[config.mk]
export PLATFORM = sky130hd
export DESIGN_NAME = csi_hex_amplitude_extractor
export DESIGN_NICKNAME = d
export VERILOG_FILES = /design/src/rtl/csihex_pkg.sv /design/src/rtl/csihex_datapath.sv /design/src/rtl/csihex_ctrl.sv /design/src/rtl/csi_hex_amplitude_extractor.sv
export SDC_FILE = /design/constraint.sdc
export NUM_CORES = 1
export LEC_CHECK = 0
export BUFFER_PORTS_ARGS = -buffer_cell sky130_fd_sc_hd__buf_2
export CELL_PAD_IN_SITES_DETAIL_PLACEMENT = 0
export CELL_PAD_IN_SITES_GLOBAL_PLACEMENT = 1
export CORE_ASPECT_RATIO = 1.5
export CORE_MARGIN = 2
export CORE_UTILIZATION = 25
export CTS_CLUSTER_SIZE = 40
export DETAILED_ROUTE_END_ITERATION = 16
export PLACE_DENSITY_LB_ADDON = 0.05
export SYNTH_ARGS = -nofsm -noshare
export SYNTH_HDL_FRONTEND = slang
export SYNTH_SLANG_ARGS = --single-unit
[constraint.sdc]
create_clock -name i_clk -period 14.8 [get_ports i_clk]
set_input_delay 1.48 -clock i_clk [delete_from_list [all_inputs] [get_ports i_clk]]
set_output_delay 1.48 -clock i_clk [all_outputs]
set_load 0.03 [all_outputs]
[src/rtl/csihex_pkg.sv]
// ----------------------------------------------------------------------------
// csihex_pkg
// Shared constants, types and the hex digit decoder of the amplitude extractor.
// ----------------------------------------------------------------------------
package csihex_pkg;

    localparam int NUM_SUBCARRIERS = 64;
    localparam int SKIP_LOW        = 29;
    localparam int SKIP_HIGH       = 35;
    localparam int LAST_KEPT       = (NUM_SUBCARRIERS - 1 > SKIP_HIGH) ?
                                     (NUM_SUBCARRIERS - 1) : (SKIP_LOW - 1);
    localparam int ROOT_STEPS      = 24;

    typedef struct packed {
        logic       wr_nib;
        logic [2:0] wr_pos;
        logic       capture;
        logic       real_err;
        logic       imag_err;
        logic [5:0] feat_idx;
        logic       bad;
        logic       last;
        logic       sq_re;
        logic       sq_im;
        logic       sum;
        logic       root_step;
        logic       load_out;
    } t_cmd;

    typedef struct packed {
        logic       digit_ok;
    } t_status;

    function automatic logic [4:0] hex_decode(input logic [7:0] c);
        logic [4:0] r;
        r = 5'd0;
        if (c >= 8'h30 && c <= 8'h39) begin
            r = {1'b1, 4'(c - 8'h30)};
        end else if (c >= 8'h61 && c <= 8'h66) begin
            r = {1'b1, 4'(c - 8'h57)};
        end else if (c >= 8'h41 && c <= 8'h46) begin
            r = {1'b1, 4'(c - 8'h37)};
        end
        return r;
    endfunction

endpackage

[src/rtl/csihex_datapath.sv]
// ----------------------------------------------------------------------------
// csihex_datapath
// Nibble buffer, word assembly, squaring, bit-serial square root and the
// output register of the amplitude extractor.
// ----------------------------------------------------------------------------
module csihex_datapath
    import csihex_pkg::*;
(
    input  logic               i_clk,
    input  logic [7:0]         i_char_code,
    input  t_cmd               i_cmd,
    output t_status            o_status,
    output logic [5:0]         o_feature_index,
    output logic signed [15:0] o_real_part,
    output logic signed [15:0] o_imag_part,
    output logic [23:0]        o_amplitude,
    output logic               o_bad_digit,
    output logic               o_last_feature
);

    logic [4:0]  dec;
    logic [3:0]  r_nib [7];
    logic [15:0] r_re;
    logic [15:0] r_im;
    logic [5:0]  r_feat;
    logic        r_bad;
    logic        r_last;
    logic [31:0] r_prod;
    logic [31:0] r_acc;
    logic [47:0] r_xsh;
    logic [25:0] r_rem;
    logic [23:0] r_root;
    logic [15:0] mag_re;
    logic [15:0] mag_im;
    logic [15:0] mag_sel;
    logic [31:0] rad;
    logic [27:0] rem_sh;
    logic [27:0] trial;
    logic [15:0] word_re;
    logic [15:0] word_im;

    logic [5:0]  r_o_feat;
    logic [15:0] r_o_re;
    logic [15:0] r_o_im;
    logic [23:0] r_o_amp;
    logic        r_o_bad;
    logic        r_o_last;

    assign dec               = hex_decode(i_char_code);
    assign o_status.digit_ok = dec[4];

    assign word_re = {r_nib[2], r_nib[3], r_nib[0], r_nib[1]};
    assign word_im = {r_nib[6], dec[3:0], r_nib[4], r_nib[5]};

    assign mag_re  = r_re[15] ? (~r_re + 16'd1) : r_re;
    assign mag_im  = r_im[15] ? (~r_im + 16'd1) : r_im;
    assign mag_sel = i_cmd.sq_im ? mag_im : mag_re;
    assign rad     = r_acc + r_prod;
    assign rem_sh  = {r_rem, r_xsh[47:46]};
    assign trial   = {2'b00, r_root, 2'b01};

    always_ff @(posedge i_clk) begin
        if (i_cmd.wr_nib) begin
            r_nib[i_cmd.wr_pos] <= dec[3:0];
        end
        if (i_cmd.capture) begin
            r_re   <= i_cmd.real_err ? 16'd0 : word_re;
            r_im   <= i_cmd.imag_err ? 16'd0 : word_im;
            r_feat <= i_cmd.feat_idx;
            r_bad  <= i_cmd.bad;
            r_last <= i_cmd.last;
        end
        if (i_cmd.sq_re || i_cmd.sq_im) begin
            r_prod <= {16'd0, mag_sel} * {16'd0, mag_sel};
        end
        if (i_cmd.sq_im) begin
            r_acc <= r_prod;
        end
        if (i_cmd.sum) begin
            r_xsh  <= {rad, 16'd0};
            r_rem  <= 26'd0;
            r_root <= 24'd0;
        end
        if (i_cmd.root_step) begin
            r_xsh <= {r_xsh[45:0], 2'b00};
            if (rem_sh >= trial) begin
                r_rem  <= 26'(rem_sh - trial);
                r_root <= {r_root[22:0], 1'b1};
            end else begin
                r_rem  <= rem_sh[25:0];
                r_root <= {r_root[22:0], 1'b0};
            end
        end
        if (i_cmd.load_out) begin
            r_o_feat <= r_feat;
            r_o_re   <= r_re;
            r_o_im   <= r_im;
            r_o_amp  <= r_root;
            r_o_bad  <= r_bad;
            r_o_last <= r_last;
        end
    end

    assign o_feature_index = r_o_feat;
    assign o_real_part     = signed'(r_o_re);
    assign o_imag_part     = signed'(r_o_im);
    assign o_amplitude     = r_o_amp;
    assign o_bad_digit     = r_o_bad;
    assign o_last_feature  = r_o_last;

endmodule

[src/rtl/csihex_ctrl.sv]
// ----------------------------------------------------------------------------
// csihex_ctrl
// Controller of the amplitude extractor: character and subcarrier counting,
// error tracking and sequencing of the squaring and square root steps.
// ----------------------------------------------------------------------------
module csihex_ctrl
    import csihex_pkg::*;
(
    input  logic    i_clk,
    input  logic    i_rst_n,
    input  logic    i_in_valid,
    output logic    o_in_ready,
    input  logic    i_msg_start,
    output logic    o_out_valid,
    input  logic    i_out_ready,
    input  t_status i_status,
    output t_cmd    o_cmd
);

    localparam logic [2:0] ST_IDLE = 3'd0;
    localparam logic [2:0] ST_SQR  = 3'd1;
    localparam logic [2:0] ST_SQI  = 3'd2;
    localparam logic [2:0] ST_SUM  = 3'd3;
    localparam logic [2:0] ST_ROOT = 3'd4;
    localparam logic [2:0] ST_DONE = 3'd5;

    logic [2:0] r_state, n_state;
    logic [2:0] r_pos, n_pos;
    logic [5:0] r_sc, n_sc;
    logic [5:0] r_fc, n_fc;
    logic       r_derr, n_derr;
    logic       r_rerr, n_rerr;
    logic       r_ierr, n_ierr;
    logic [4:0] r_iter, n_iter;
    logic       r_oval, n_oval;

    logic       take;
    logic [2:0] pos;
    logic [5:0] sc;
    logic [5:0] fc;
    logic       derr;
    logic       rerr;
    logic       ierr;
    logic       kept;

    assign o_in_ready  = (r_state == ST_IDLE);
    assign o_out_valid = r_oval;
    assign take        = i_in_valid && (r_state == ST_IDLE);

    always_comb begin
        pos  = i_msg_start ? 3'd0 : r_pos;
        sc   = i_msg_start ? 6'd0 : r_sc;
        fc   = i_msg_start ? 6'd0 : r_fc;
        derr = (pos == 3'd0) ? 1'b0 : r_derr;
        rerr = (pos == 3'd0) ? 1'b0 : r_rerr;
        ierr = (pos == 3'd0) ? 1'b0 : r_ierr;
        if (!i_status.digit_ok) begin
            derr = 1'b1;
            if (pos[2]) begin
                ierr = 1'b1;
            end else begin
                rerr = 1'b1;
            end
        end
        kept = ((sc > 6'd0) && (sc < 6'(SKIP_LOW))) || (sc > 6'(SKIP_HIGH));

        n_state = r_state;
        n_pos   = r_pos;
        n_sc    = r_sc;
        n_fc    = r_fc;
        n_derr  = r_derr;
        n_rerr  = r_rerr;
        n_ierr  = r_ierr;
        n_iter  = r_iter;
        n_oval  = r_oval;

        o_cmd           = '0;
        o_cmd.wr_pos    = pos;
        o_cmd.real_err  = rerr;
        o_cmd.imag_err  = ierr;
        o_cmd.feat_idx  = fc;
        o_cmd.bad       = derr;
        o_cmd.last      = (sc == 6'(LAST_KEPT));

        if (r_oval && i_out_ready) begin
            n_oval = 1'b0;
        end

        case (r_state)
            ST_IDLE: begin
                if (take) begin
                    n_derr = derr;
                    n_rerr = rerr;
                    n_ierr = ierr;
                    if (pos != 3'd7) begin
                        o_cmd.wr_nib = 1'b1;
                        n_pos        = pos + 3'd1;
                        n_sc         = sc;
                        n_fc         = fc;
                    end else begin
                        n_pos = 3'd0;
                        n_fc  = fc;
                        if (kept) begin
                            o_cmd.capture = 1'b1;
                            n_fc          = fc + 6'd1;
                            n_state       = ST_SQR;
                        end
                        if (sc >= 6'(NUM_SUBCARRIERS - 1)) begin
                            n_sc = 6'd0;
                            n_fc = 6'd0;
                        end else begin
                            n_sc = sc + 6'd1;
                        end
                    end
                end
            end
            ST_SQR: begin
                o_cmd.sq_re = 1'b1;
                n_state     = ST_SQI;
            end
            ST_SQI: begin
                o_cmd.sq_im = 1'b1;
                n_state     = ST_SUM;
            end
            ST_SUM: begin
                o_cmd.sum = 1'b1;
                n_iter    = 5'd0;
                n_state   = ST_ROOT;
            end
            ST_ROOT: begin
                o_cmd.root_step = 1'b1;
                n_iter          = r_iter + 5'd1;
                if (r_iter == 5'(ROOT_STEPS - 1)) begin
                    n_state = ST_DONE;
                end
            end
            ST_DONE: begin
                if (!r_oval || i_out_ready) begin
                    o_cmd.load_out = 1'b1;
                    n_oval         = 1'b1;
                    n_state        = ST_IDLE;
                end
            end
            default: begin
                n_state = ST_IDLE;
            end
        endcase
    end

    always_ff @(posedge i_clk) begin
        if (!i_rst_n) begin
            r_state <= ST_IDLE;
            r_pos   <= 3'd0;
            r_sc    <= 6'd0;
            r_fc    <= 6'd0;
            r_derr  <= 1'b0;
            r_rerr  <= 1'b0;
            r_ierr  <= 1'b0;
            r_iter  <= 5'd0;
            r_oval  <= 1'b0;
        end else begin
            r_state <= n_state;
            r_pos   <= n_pos;
            r_sc    <= n_sc;
            r_fc    <= n_fc;
            r_derr  <= n_derr;
            r_rerr  <= n_rerr;
            r_ierr  <= n_ierr;
            r_iter  <= n_iter;
            r_oval  <= n_oval;
        end
    end

endmodule

[src/rtl/csi_hex_amplitude_extractor.sv]
// ----------------------------------------------------------------------------
// csi_hex_amplitude_extractor
// One character is taken per cycle while idle. The eighth character of a kept
// subcarrier starts the squaring and a 24-step bit-serial square root; no
// character is taken until the result is loaded into the output register, and
// a skipped subcarrier does not stall the input. Reset is synchronous and
// active low; it clears all counters and empties the output register.
// ----------------------------------------------------------------------------
module csi_hex_amplitude_extractor
    import csihex_pkg::*;
(
    input  logic               i_clk,
    input  logic               i_rst_n,
    input  logic               i_in_valid,
    output logic               o_in_ready,
    input  logic [7:0]         i_char_code,
    input  logic               i_msg_start,
    output logic               o_out_valid,
    input  logic               i_out_ready,
    output logic [5:0]         o_feature_index,
    output logic signed [15:0] o_real_part,
    output logic signed [15:0] o_imag_part,
    output logic [23:0]        o_amplitude,
    output logic               o_bad_digit,
    output logic               o_last_feature
);

    t_cmd    cmd;
    t_status status;

    csihex_ctrl u_ctrl (
        .i_clk       (i_clk),
        .i_rst_n     (i_rst_n),
        .i_in_valid  (i_in_valid),
        .o_in_ready  (o_in_ready),
        .i_msg_start (i_msg_start),
        .o_out_valid (o_out_valid),
        .i_out_ready (i_out_ready),
        .i_status    (status),
        .o_cmd       (cmd)
    );

    csihex_datapath u_datapath (
        .i_clk           (i_clk),
        .i_char_code     (i_char_code),
        .i_cmd           (cmd),
        .o_status        (status),
        .o_feature_index (o_feature_index),
        .o_real_part     (o_real_part),
        .o_imag_part     (o_imag_part),
        .o_amplitude     (o_amplitude),
        .o_bad_digit     (o_bad_digit),
        .o_last_feature  (o_last_feature)
    );

endmodule

Word level (Yosys, flattened, before mapping):

Memories as Yosys holds them, arrays and structs flattened. A register that Yosys moved wholly into a read port is not among the register bits.
Index checks and enable logic that the tools add are counted.

* register bits: 261
* memory bits (writable): 28
* input port bits: 13
* logic and storage cells: 136
* memories kept: 1

* $add $sub $neg: 11
* $mul: 1
* $lt $le $gt $ge: 11
* equality and inequality tests: 13
* muxes and demuxes: 56
* bitwise gates (word level): 2
* reduce and logical (&&, ||, !) cells: 16

Memory list
* u_datapath.r_nib: depth 7, width 4, rd ports 7, clocked after Yosys merged registers in 7, write ports 1, RTL line csihex_datapath.sv:22 `logic [3:0] r_nib [7];`

Operators with widths (count)
* $mux W48: 2
* $mux W26: 3
* $mux W16: 3
* $mux W24: 2
* $mux W6: 7
* $add A16 B1 Y16 const B: 2
* $add A32 B32 Y32: 1
* $mul A16 B16 Y32: 1
* $not A16 Y16: 2
* $ge A28 B26 Y1: 1
* $mux W1: 27
* $sub A26 B26 Y26: 1
* $mux W3: 7
* $pmux W3 S6: 1
* $ge A8 B7 Y1 const B: 2
* $le A8 B7 Y1 const B: 2
* $mux W5: 3
* $add A6 B1 Y6 const B: 2
* $pmux W5 S2: 1
* $ge A8 B6 Y1 const B: 1
* $le A8 B6 Y1 const B: 1
* $ne A2 B1 Y1 const B: 4
* $sub A4 B3 Y4 const B: 2
* $eq A3 B2 Y1 const B: 2
* other kinds (20): 30

Depth between registers and ports, before layout:

Gate-level depths: netlist of run 1.

* depth in word-level cells: 8
* mapped depth: 32

By module:

From an unflattened synthesis of run 1, not the netlist that was laid out.

* cells, all modules: 1950
* area, all modules: 21479.4 um2

Modules (own cells, without submodules)
* csihex_datapath: instances 1, cells an instance 1765, area each 19935.4 um2, seq. area each 8287.9 um2
* csihex_ctrl: instances 1, cells an instance 185, area each 1544.0 um2, seq. area each 540.5 um2

Least setup slack after synthesis of run 1:

No wires, ideal clock.

* kind: register to register
* start: register u_ctrl.r_state[0]
* end: register u_datapath.r_prod[30] (data pin)
* arrival time: 8.094 ns
* data required time: 14.538 ns
* path slack: 6.445 ns
* stages on the path, launching flop included: 26
* path buffers: 3
* path through: dfxtp_1 > buf_2 > nor3b_2 > clkbuf_1 > mux2i_1 > clkbuf_1 > nand2_1 > fa_1 > fa_1 > inv_1 > fa_1 > fa_1 > fa_1 > inv_1 > fa_1 > inv_1 > ha_1 > and4_1 > a21oi_1 > a21oi_1 > a211oi_1 > a21oi_1 > a311oi_1 > nor4bb_1 > a211oi_1 > xnor2_1

* longest elaborated chain between the ends: 4

RTL lines
* start: declaration: RTL line csihex_ctrl.sv:27 `logic [2:0] r_state, n_state;`
* start signal: assignment: RTL line csihex_ctrl.sv:162 `r_state <= n_state;`
* $eq A3 B2 Y1: RTL line csihex_ctrl.sv:89 `case (r_state)`
* $mux W1: RTL line csihex_ctrl.sv:89
* $mux W16: RTL line csihex_datapath.sv:57 `assign mag_sel = i_cmd.sq_im ? mag_im : mag_re;`
* $mul A16 B16 Y32: RTL line csihex_datapath.sv:74 `r_prod <= {16'd0, mag_sel} * {16'd0, mag_sel};`
* end signal: assignment: RTL line csihex_datapath.sv:74
* end: declaration: RTL line csihex_datapath.sv:28 `logic [31:0] r_prod;`

Every way passes these cells.
A chain may end at the register's enable or synchronous reset.

Final worst setup path of run 1:

* start: register u_datapath.r_im[2] (read register of u_datapath.r_nib)
* end: register u_datapath.r_prod[30] (data pin)

* longest elaborated chain between the ends: 5

RTL lines
* start: declaration: RTL line csihex_datapath.sv:24 `logic [15:0] r_im;`
* $not A16 Y16: RTL line csihex_datapath.sv:56 `assign mag_im = r_im[15] ? (~r_im + 16'd1) : r_im;`
* $add A16 B1 Y16: RTL line csihex_datapath.sv:56
* $mux W16 (*): RTL line csihex_datapath.sv:56
* $mux W16 (*): RTL line csihex_datapath.sv:57
* $mul A16 B16 Y32 (*): RTL line csihex_datapath.sv:74

Mark *: on every way between the ends. The rest lies on a longest branch, timed or not.

==> metrics.md, run 1 <==
| Metric | Value |
|---|---|
| HP Start | `u_datapath.r_feat[0]$_DFFE_PP_` |
| Path depth of the worst reg2reg path | `26` |
| Vias in the first global route | `approximately 15000` |
| Yosys reg bits | `303` |
| Area Overhead vs Synth | `13.9%` |
| DRT Wirelength | `59400 µm` |
| Slew HR | `20.4%` |
| CTS tree | `built` |
| Hold Path Stages | `0` |
| RR Startpoint | `u_datapath.r_im[2]$_SDFFCE_PP0P_` |
| Slew Viols, Final | `0` |
| Peak VDD IR | `0.0000649 V` |
| Crit path max-delay family | `adder cells` |
| Synth Flop Type | `edfxtp_1` |
| Largest net degree at the start of global routing | `65` |
| Setup TNS | `0 ns` |
| Hold Path Class | `reg2reg` |
| Final Cycle Share | `about three fifths` |
| Port bufs | `78` |
| Vias per std cell | `4.35` |
| Post-synthesis sequential area ratio | `41.2%` |
| Data required, critical path | `15.13 ns` |
| Routed via count | `between 10000 and 15000` |
| Pwr/cell area | `77.3 mW/mm²` |
| Final min period | `8.91 ns` |
| Post-synth ARST share | `0%` |
| DIE AREA | `between 0.08 and 0.09 mm²` |
| Crit Path Max Fanout | `8` |
| GRT Total Usage | `between 10 and 15%` |
| Nets | `2421` |
| Detailed Routing Iterations Pass 1 | `6` |
| Most used cell, CP | `fa_1` |
| Reg2Reg Setup Slack | `5.89 ns` |
| DP Cell Count | `3167` |
| Hpwl dp | `around 46000 µm` |
| CTS root buffer | `clkbuf_16` |
| Outcome | `finished, final reports clean` |
| Die width | `243 µm` |
| Post-CTS Repair Setup Buffers | `0` |
| DR iter-0 viols | `522` |
| Die H | `363 µm` |
| CTS Hold Bufs | `0` |
| Final setup fails | `0` |
| Max Freq | `112 MHz` |
| Final hold violation count | `0` |
| Worst-skew pair later-pin latency | `just under 0.6 ns` |
| Antenna cells | `0` |
| Worst-path clk slew | `0.06 ns` |
| Post-synth EDFFs | `276` |
| Post-synth cell types | `between 60 and 70` |
| Worst Tran Pin Value | `1.19 ns` |
| Clk_skew | `roughly 0.054 ns` |
| Share of layout cells above drive strength 1 | `8.32%` |
| Post-route insts no fill | `3234` |
| Initial Util | `25.2%` |
| First-pass GRT wire length | `92000 µm` |
| Grt total ovfl | `0` |
| Synthesis warning total | `0` |
| GP Congestion | `about 0.78` |
| Final ANT Viol Nets | `0` |
| RSZ-0062 raised after global routing | `no` |
| DRC viols | `0` |
| WP buf/inv | `4` |
| Cell row count | `about 130` |
| Initial antenna violation count | `0` |
| FF-to-FF End | `u_datapath.r_prod[30]$_DFFE_PN_` |
| Post-CTS Resized | `0` |
| Startpoint Class | `register` |
| Max incr delay on CP | `0.62 ns` |
| H-tree lvl count | `2` |
| Hold EP | `u_datapath.o_feature_index[0]$_DFFE_PP_` |
| Cell area after synthesis | `approximately 0.021 mm²` |
| CP arrival | `between 9 and 10 ns` |
| Core area | `0.0851 mm²` |
| Post-Syn Area per Cell | `10.8 µm²` |
| Leak | `0.0104 µW` |
| Synth Instances | `1978` |
| Crit path max-delay cell type | `a311oi_1` |
| Worst setup EP type | `register` |
| Max Cap Viol | `0` |
| Clock sink total | `303` |
| WS Path Type | `reg2reg` |
| Max clock buf depth | `3` |
| I/O pins | `79` |
| Wire per inst | `approximately 18 µm` |
| Num CTS Buffers | `38` |
-- Yosys cell counts (all sizes together) (22+ instances only) --
cell type  count  share of area, %
fa           166                16
inv          294               5.1
nor3          22              0.54
nor2         168               2.9
xor2          46               1.9
o21ai         79               1.9
a21oi         92               2.2
and2          39               1.1
o21a          22              0.77
ha           165               9.6
clkbuf        43              0.75
nand3         26              0.61
a21o          49               1.7
mux2i         30               1.4
nor2b         37               1.1
dfxtp         27               2.5
edfxtp       276                39
xnor2         57               2.4
nand2        149               2.6
-- worst reg2reg max path: stages, from the launching register on --
cell	delay [ns]
edfxtp_1	0.46
nor3_1	0.35
nand2_1	0.20
o41ai_1	0.35
xor2_1	0.25
a21o_1	0.41
clkinv_1	0.43
nand2_1	0.21
fa_1	0.49
fa_1	0.55
inv_1	0.05
fa_1	0.52
fa_1	0.45
fa_1	0.56
inv_1	0.06
fa_1	0.52
inv_1	0.04
ha_1	0.36
and4_1	0.26
a21oi_1	0.18
a21oi_1	0.09
a211oi_1	0.47
a21oi_1	0.23
a311oi_1	0.62
nor4bb_1	0.15
a211oi_1	0.30
xnor2_1	0.10
-- registers in the layout, indices dropped and copies added (netlist names), 24 cells and up --
| signal | flops |
|---|---|
| u_datapath.r_nib | 28 |
| u_datapath.r_rem | 26 |
| u_datapath.o_amplitude | 24 |
| u_datapath.r_xsh | 32 |
| u_datapath.r_prod | 31 |
| u_datapath.r_acc | 31 |
| u_datapath.r_root | 24 |
-- metal layers --
metal	share of wire, %	GRT usage (%)	wire length, µm
met5	0	0	0
met4	3.1	4.64	1870
met3	2.5	1.91	1470
met2	56	27.4	33400
met1	38	14.4	22700
-- through the flow --
| stage | util [%] | worst slack [ns] | cell area [µm²] | total power (µW) | hold WS (ns) |
|---|---|---|---|---|---|
| after floorplan | - | 6.44 | 21500 | 1010 | 0.400 |
| after global placement | 27.4 | 5.99 | 23300 | 1040 | 0.408 |
| after detailed placement | 27.4 | 5.82 | 23300 | 1040 | 0.408 |
| after CTS | 28.7 | 5.81 | 24400 | 1930 | 0.421 |
| after global routing | 28.7 | 5.26 | 24400 | 1970 | 0.434 |
| final | 28.7 | 5.89 | 24400 | 1890 | 0.420 |
-- placed cells by master (no fill, tap or decap), types with 15 or more instances in the layout --
master     count
nand2_1      148
a21boi_0      16
nor2b_1       37
xnor2_1       56
dfxtp_1       27
a211oi_1      15
buf_2         78
o21a_1        22
mux2i_1       27
nand2b_1      18
buf_4         18
a21o_1        49
nor2_1       165
nor3_1        21
o21ai_0       76
clkbuf_16     38
fa_1         166
inv_1        293
and2_1        38
xor2_1        46
edfxtp_1     276
nand3_1       26
a21oi_1       91
ha_1         165
-- worst max path at each step --
| stage | depth (start not counted) | from | end | slack, ns |
|---|---|---|---|---|
| CTS | 25 | u_ctrl.r_state[1]$_SDFFE_PN0P_ | u_datapath.r_prod[30]$_DFFE_PN_ | 5.81 |
| detailed placement | 25 | u_ctrl.r_state[1]$_SDFFE_PN0P_ | u_datapath.r_prod[30]$_DFFE_PN_ | 5.82 |
| global placement | 28 | u_datapath.r_im[2]$_SDFFCE_PP0P_ | u_datapath.r_prod[30]$_DFFE_PN_ | 5.99 |
| finish | 26 | u_datapath.r_im[2]$_SDFFCE_PP0P_ | u_datapath.r_prod[30]$_DFFE_PN_ | 5.89 |
| global route | 26 | u_datapath.r_im[2]$_SDFFCE_PP0P_ | u_datapath.r_prod[30]$_DFFE_PN_ | 5.26 |
| floorplan | 25 | u_ctrl.r_state[0]$_SDFFE_PN0P_ | u_datapath.r_prod[30]$_DFFE_PN_ | 6.44 |
-- power breakdown --
group | internal (µW) | switching (µW)
Clock | 485 | 381
Sequential | 927 | 0.836
Combinational | 37.7 | 56.9
Total | 1450 | 439
-- kinds of logic (layout without fill, tap and decap cells) --
group           count (synthesis)  count (layout)  synth area share (%)
other cells                     2              12                0.0350
fa+ha+maj                     331             331                  25.1
simple gates                  522             522                  11.6
xor+xnor                      103             103                  4.24
mux                            34              34                  1.61
buf+inv                       344             460                  6.05
flops                         303             303                  41.2
compound gates                339             339                  10.1
-- final cells by class --
cell class              count  area, µm²
fillers                  8830      60700
repair buffers             96        526
clock buffers              48       1010
inverters                 297       1120
clock inverters            19        120
well taps                1130       1410
multi-input cells        1341      11400
flip-flops and latches    303       8830
Power figures use the tool's default switching activity.
==> run 2, diff against run 1 <==
- clock period: 14.8 -> 9.2 ns (I/O delays scaled with it)
==> run 2 against run 1 <==
Compared with the run above: combinational power up 64%; power up 71%; via count up 1.2%; hold slack worse by 0.0011 ns.
==> metrics.md, run 2 (synthesis results as in run 1) <==
| Metric | Value |
|---|---|
| CP Cell Sequence | `nor3_1 > nand2_1 > or4_1 > nand2_1 > xor2_1 > mux2_2 > inv_1 > nand2_1 > fa_1 > fa_1 > inv_1 > fa_1 > fa_1 > fa_1 > fa_1 > ha_1 > nand2_1 > nor4b_1 > nor3_1 > o21ai_0 > a21oi_1 > nor4_1 > nor3_2` |
| Max Cap Viol | `0 (unchanged)` |
| Hold Path Class | `reg2reg` |
| Final min period | `8.51 ns (-0.400 ns)` |
| Reg2Reg Setup Slack | `0.69 ns (-5.20 ns)` |
| Final Cycle Share | `92.5% (+32 points)` |
| Crit Path Max Fanout | `12 (+4)` |
| Most used cell, CP | `fa_1` |
| Max clock buf depth | `3 (unchanged)` |
| I/O pins | `79 (unchanged)` |
| Biggest regs | `u_datapath.r_xsh (32), u_datapath.r_acc (31), u_datapath.r_prod (31)` |
| Post-layout instance area | `0.0247 mm² (+1.2%)` |
| Crit path max-delay family | `adder cells` |
| Num CTS Buffers | `37 (-2.6%)` |
| HP Start | `u_datapath.r_feat[3]$_DFFE_PP_` |
| Most frequent cells in the layout | `293 x inv_1, 276 x edfxtp_1, 166 x fa_1` |
| Largest register FFs | `32 (unchanged)` |
| WP buf/inv | `2 (-2)` |
| RSZ-0062 raised after global routing | `no` |
| Largest net degree at the start of global routing | `65 (unchanged)` |
| Worst-skew pair later-pin latency | `0.57 ns (-0.02 ns)` |
| Final hold violation count | `0 (unchanged)` |
| Finished Core Util | `29.0% (+0.35 points)` |
| Final ANT Viol Nets | `0 (unchanged)` |
| DRT Wirelength | `59600 µm (+0.43%)` |
| Hpwl dp | `46900 µm (+1.2%)` |
| Leak | `0.0106 µW (+1.4%)` |
| CTS tree | `built` |
| Antenna cells | `0 (unchanged)` |
| DIE AREA | `0.0881 mm² (unchanged)` |
| Startpoint Class | `register` |
| Sw frac | `22.6% (-0.64 points)` |
| Port bufs | `78 (unchanged)` |
| Nets | `2437 (+0.66%)` |
| Switch Pwr | `729 µW (+66%)` |
| Outcome | `finished, final reports clean` |
| Path depth of the worst reg2reg path | `23 (-12%)` |
| Vias in the first global route | `15500 (+0.44%)` |
| Detailed Routing Iterations Pass 1 | `5 (-1)` |
| CP Depth | `23 (-12%)` |
| First-pass GRT wire length | `92400 µm (+0.40%)` |
| Die H | `363 µm (unchanged)` |
| Slew HR | `32.7% (+12 points)` |
| Routed via count | `14200 (+1.2%)` |
| Crit path max-delay cell type | `or4_1` |
| Core area | `0.0851 mm² (unchanged)` |
| Hold Path Stages | `0 (unchanged)` |
| Post-CTS Resized | `0 (unchanged)` |
| Comb pwr share | `4.8% (-0.2 points)` |
| Slew Viols, Final | `0 (unchanged)` |
| Worst setup EP type | `register` |
| Share of layout cells above drive strength 1 | `9.16% (+0.84 points)` |
| Worst Tran Pin Value | `1.01 ns (-0.186 ns)` |
| Worst-path clk slew | `0.06 ns (about the same)` |
| CP arrival | `8.82 ns (-0.42 ns)` |
| GP Congestion | `0.810 (+3.5%)` |
| CTS root buffer | `clkbuf_16` |
| FF-to-FF End | `u_datapath.r_prod[31]$_DFFE_PN_` |
| Clock power share | `49.0% (+3.2 points)` |
| Pint | `2500 µW (+72%)` |
| RR Startpoint | `u_datapath.r_im[2]$_SDFFCE_PP0P_` |
| H-tree lvl count | `2 (unchanged)` |
| Max Freq | `118 MHz (+4.7%)` |
| Seq pwr share | `46.2% (-2.9 points)` |
| Max incr delay on CP | `0.56 ns (-0.06 ns)` |
| Final setup fails | `0 (unchanged)` |
| DR iter-0 viols | `617 (+18%)` |
| GRT Total Usage | `13.7% (+0.041 points)` |
| Area Overhead vs Synth | `15.3%` |
| Grt total ovfl | `0 (unchanged)` |
| Minimum hold slack | `0.418 ns (-0.00114 ns)` |
| WS Path Type | `reg2reg` |
| Clock sink total | `303 (unchanged)` |
| Most common cell after layout, fill and taps aside | `inv_1` |
| Largest Register | `u_datapath.r_xsh` |
| Cell row count | `131 (unchanged)` |
| DRC viols | `0 (unchanged)` |
| Die width | `243 µm (unchanged)` |
| Initial antenna violation count | `0 (unchanged)` |
| Vias per std cell | `4.39 (+0.75%)` |
| Wire per inst | `18.4 µm (about the same)` |
| Clk_skew | `0.0246 ns (-0.0293 ns)` |
| Setup TNS | `0 ns (unchanged)` |
| Data required, critical path | `9.51 ns (-5.62 ns)` |
| Initial Util | `25.2% (unchanged)` |
| Peak VDD IR | `0.000133 V (+110%)` |
| Total power | `3230 µW (+71%)` |
| Post-CTS Repair Setup Buffers | `0 (unchanged)` |
| Pwr/cell area | `131 mW/mm² (+69%)` |
| Placed cell areas | `0.0234 mm² (+0.52%)` |
| CTS Hold Bufs | `0 (unchanged)` |
| Hold EP | `u_datapath.o_feature_index[3]$_DFFE_PP_` |
## run 2: worst max-delay path by stage
stage,from,endpoint,slack (ns)
after detailed placement,u_datapath.r_im[2]$_SDFFCE_PP0P_,u_datapath.r_prod[31]$_DFFE_PN_,0.56
after global routing,u_datapath.r_im[2]$_SDFFCE_PP0P_,u_datapath.r_prod[30]$_DFFE_PN_,0.04
after global placement,u_ctrl.r_state[1]$_SDFFE_PN0P_,u_datapath.r_prod[31]$_DFFE_PN_,0.65
after floorplan,u_ctrl.r_state[0]$_SDFFE_PN0P_,u_datapath.r_prod[30]$_DFFE_PN_,0.84
final,u_datapath.r_im[2]$_SDFFCE_PP0P_,u_datapath.r_prod[31]$_DFFE_PN_,0.69
after CTS,u_datapath.r_im[2]$_SDFFCE_PP0P_,u_datapath.r_prod[31]$_DFFE_PN_,0.54
## run 2: per-layer routing
metal / track usage, % / share of wire [%] / up-vias
met5: 0 / 0 / -
met4: 6.00 / 4.3 / 0
met3: 1.72 / 2.4 / 93
met2: 26.7 / 55 / 169
met1: 14.7 / 38 / 7050
li1: - / - / 6935
## run 2: worst register-to-register path, delay by kind of cell, from the launching register on
kind,cells,cell delay [ns]
flops,1,0.45
mux,1,0.38
simple gates,10,2.65
compound gates,2,0.80
buf+inv,2,0.49
fa+ha+maj,7,3.41
xor+xnor,1,0.08
## run 2: layout make-up
type                    instances  area, µm²
flip-flops and latches        303       8830
fillers                      8841      60400
clock inverters                26        373
repair buffers                113        653
multi-input cells            1341      11400
clock buffers                  39        933
inverters                     297       1120
well taps                    1130       1410
## run 2: power groups by stage
stage / logic [µW] / clock network [µW] / registers (µW)
after floorplan: 105 / 0 / 1520
after global placement: 160 / 0 / 1520
after detailed placement: 159 / 0 / 1520
after CTS: 161 / 1660 / 1490
after global routing: 177 / 1700 / 1490
final: 155 / 1580 / 1490
## run 2: per-stage QoR
| step | worst slack (ns) | cells |
|---|---|---|
| after floorplan | 0.845 | 1988 |
| after global placement | 0.651 | 3184 |
| after CTS | 0.545 | 3249 |
| after detailed placement | 0.556 | 3184 |
| after global routing | 0.0448 | 3249 |
| final | 0.693 | 3249 |
==> run 3, diff against run 2 <==
- CORE_ASPECT_RATIO: 1.5 -> unset
- CORE_MARGIN: 2 -> 3
==> run 3 against run 2 <==
Compared with the run above: clock power is 4% lower; clock skew shrank 0.0037 ns; global-route usage down 0.89 points; via count shrank 1.3%; non-clock buffer count unchanged; count of clock-buffer cells in the layout increased by 4; sequential power is essentially flat; critical path type unchanged; highest routed layer unchanged.
==> metrics.md, run 3 (synthesis results as in run 1) <==
| Metric | Value |
|---|---|
| Final min period | `8.50 ns (-0.00543 ns)` |
| CTS root buffer | `clkbuf_16` |
| Switch Pwr | `692 µW (-5.2%)` |
| DIE AREA | `0.0893 mm² (+1.3%)` |
| Nets | `2439 (+0.082%)` |
| GRT Total Usage | `12.8% (-0.89 points)` |
| CTS Hold Bufs | `0 (unchanged)` |
| Hold Path Stages | `0 (unchanged)` |
| Clock power share | `48.0% (-1.0 points)` |
| Max Freq | `118 MHz (about the same)` |
| CP arrival | `8.78 ns (-0.04 ns)` |
| Antenna cells | `0 (unchanged)` |
| Clk_skew | `0.0209 ns (-0.00369 ns)` |
| H-tree lvl count | `2 (unchanged)` |
| Comb pwr share | `4.9% (about the same)` |
| Vias per std cell | `4.32 (-1.6%)` |
| Final ANT Viol Nets | `0 (unchanged)` |
| Detailed Routing Iterations Pass 1 | `5 (unchanged)` |
| CTS tree | `built` |
| Core area | `0.0844 mm² (-0.84%)` |
| CP startpoint | `u_datapath.r_im[2]$_SDFFCE_PP0P_` |
| Hpwl dp | `44300 µm (-5.4%)` |
| Routed via count | `14100 (-1.3%)` |
| Most frequent cells in the layout | `293 x inv_1, 276 x edfxtp_1, 166 x fa_1` |
| Setup TNS | `0 ns (unchanged)` |
| Initial antenna violation count | `0 (unchanged)` |
| DRC viols | `0 (unchanged)` |
| Post-CTS Repair Setup Buffers | `0 (unchanged)` |
| Hold EP | `u_datapath.o_feature_index[0]$_DFFE_PP_` |
| Outcome | `finished, final reports clean` |
| Reg2Reg Setup Slack | `0.70 ns (about the same)` |
| Pint | `2470 µW (-1.1%)` |
| Max clock buf depth | `3 (unchanged)` |
| Vias in the first global route | `14800 (-4.5%)` |
| Die H | `299 µm (-18%)` |
| GP Congestion | `0.754 (-6.9%)` |
| Total power | `3160 µW (-2.0%)` |
| Clock sink total | `303 (unchanged)` |
| Slew Viols, Final | `0 (unchanged)` |
| Peak VDD IR | `0.0000890 V (-33%)` |
| Port bufs | `78 (unchanged)` |
| Slew HR | `25.1% (-7.7 points)` |
| Worst setup EP type | `register` |
| Max Cap Viol | `0 (unchanged)` |
| Largest register FFs | `32 (unchanged)` |
| Largest net degree at the start of global routing | `65 (unchanged)` |
| Data required, critical path | `9.48 ns (-0.03 ns)` |
| DR iter-0 viols | `749 (+21%)` |
| FF-to-FF End | `u_datapath.r_prod[30]$_DFFE_PN_` |
| Final setup fails | `0 (unchanged)` |
| Largest Register | `u_datapath.r_xsh` |
| DRT Wirelength | `56900 µm (-4.5%)` |
| Wire per inst | `17.5 µm (-4.8%)` |
| Post-CTS Resized | `0 (unchanged)` |
| Final hold violation count | `0 (unchanged)` |
| Die width | `299 µm (+23%)` |
| Crit Path Max Fanout | `12 (unchanged)` |
| Leak | `0.0106 µW (-0.13%)` |
| Most common cell after layout, fill and taps aside | `inv_1` |
| Initial Util | `25.4% (+0.21 points)` |
| Startpoint Class | `register` |
| # fillers | `8906 (+0.74%)` |
| RSZ-0062 raised after global routing | `no` |
| Cell row count | `106 (-19%)` |
| Worst Tran Pin Value | `1.11 ns (+0.0995 ns)` |
| Worst-skew pair later-pin latency | `0.55 ns (-0.02 ns)` |
| Pwr/cell area | `128 mW/mm² (-1.9%)` |
| Sw frac | `21.9% (-0.73 points)` |
| WS Path Type | `reg2reg` |
| Minimum hold slack | `0.414 ns (-0.00404 ns)` |
| Biggest regs | `u_datapath.r_xsh (32), u_datapath.r_acc (31), u_datapath.r_prod (31)` |
| Path depth of the worst reg2reg path | `25 (+8.7%)` |
| Final Cycle Share | `92.4% (about the same)` |
| First-pass GRT wire length | `89400 µm (-3.2%)` |
| Seq pwr share | `47.2% (+1.0 points)` |
| Grt total ovfl | `0 (unchanged)` |
| RR Startpoint | `u_datapath.r_im[2]$_SDFFCE_PP0P_` |
| Num CTS Buffers | `39 (+5.4%)` |
| HP Start | `u_datapath.r_feat[0]$_DFFE_PP_` |
| Share of layout cells above drive strength 1 | `9.23% (+0.073 points)` |
| Area Overhead vs Synth | `15.1%` |
| Worst-path clk slew | `0.06 ns (about the same)` |
| Hold Path Class | `reg2reg` |
| I/O pins | `79 (unchanged)` |
## run 3: changes by cell type in the layout (fill, tap and decap cells not counted), sizes merged
| cell | previous run | this run |
|---|---|---|
| clkinv | 20 | 22 |
| inv | 294 | 293 |
| bufinv | 7 | 4 |
| clkinvlp | 2 | 5 |
| clkbuf | 39 | 43 |
## run 3: worst max-delay path, cell delays in order (launching register included)
cell and delay, ns:
edfxtp_1 0.46, nor3_1 0.35, nand2_1 0.14, or4_1 0.57, nand2_1 0.12, xor2_1 0.08, mux2_2 0.38, inv_1 0.47
nand2_1 0.18, inv_1 0.12, fa_1 0.45, fa_1 0.53, fa_1 0.52, fa_1 0.54, fa_1 0.55, inv_1 0.05
fa_1 0.52, inv_1 0.04, ha_1 0.37, a21o_1 0.19, a211oi_1 0.40, a21oi_1 0.19, a311oi_1 0.53, nor4bb_1 0.14
a211oi_1 0.27, xnor2_1 0.09
## run 3: through the flow
stage	util [%]	std cells	setup WS [ns]	instance area, µm²
2_1_floorplan	-	1988	0.845	21500
3_3_place_gp	27.7	3188	0.684	23400
3_5_place_dp	27.7	3188	0.599	23400
4_1_cts	29.3	3258	0.574	24700
5_1_grt	29.3	3258	0.146	24700
6_report	29.3	3258	0.699	24700
## run 3: area by class of cell
class / instances / area [µm²] / area share, %
repair buffers: 113 / 653 / 2.65
well taps: 1134 / 1420 / 5.75
inverters: 297 / 1120 / 4.52
multi-input cells: 1341 / 11400 / 46.2
clock inverters: 27 / 236 / 0.958
clock buffers: 43 / 1030 / 4.19
flip-flops and latches: 303 / 8830 / 35.8
## run 3: power groups by stage
stage / Clock, µW / Sequential [µW] / Combinational [µW]
6_report: 1520 / 1490 / 154
4_1_cts: 1590 / 1490 / 157
3_3_place_gp: 0 / 1520 / 155
5_1_grt: 1640 / 1490 / 176
3_5_place_dp: 0 / 1520 / 154
2_1_floorplan: 0 / 1520 / 105
## run 3: worst max path at each step
stage,to,slack (ns),cells past startpoint
floorplan,u_datapath.r_prod[30]$_DFFE_PN_,0.84,25
finish,u_datapath.r_prod[30]$_DFFE_PN_,0.70,25
global placement,u_datapath.r_prod[30]$_DFFE_PN_,0.68,26
detailed placement,u_datapath.r_prod[30]$_DFFE_PN_,0.60,25
CTS,u_datapath.r_prod[30]$_DFFE_PN_,0.57,25
global route,u_datapath.r_prod[30]$_DFFE_PN_,0.15,27
## run 3: metal layers
metal,track usage (%),up-vias,wire [µm]
met2,20.4,146,25600
met1,18.5,6928,28800
met5,0,-,0
li1,-,6936,-
met4,2.96,0,1040
met3,1.82,51,1560
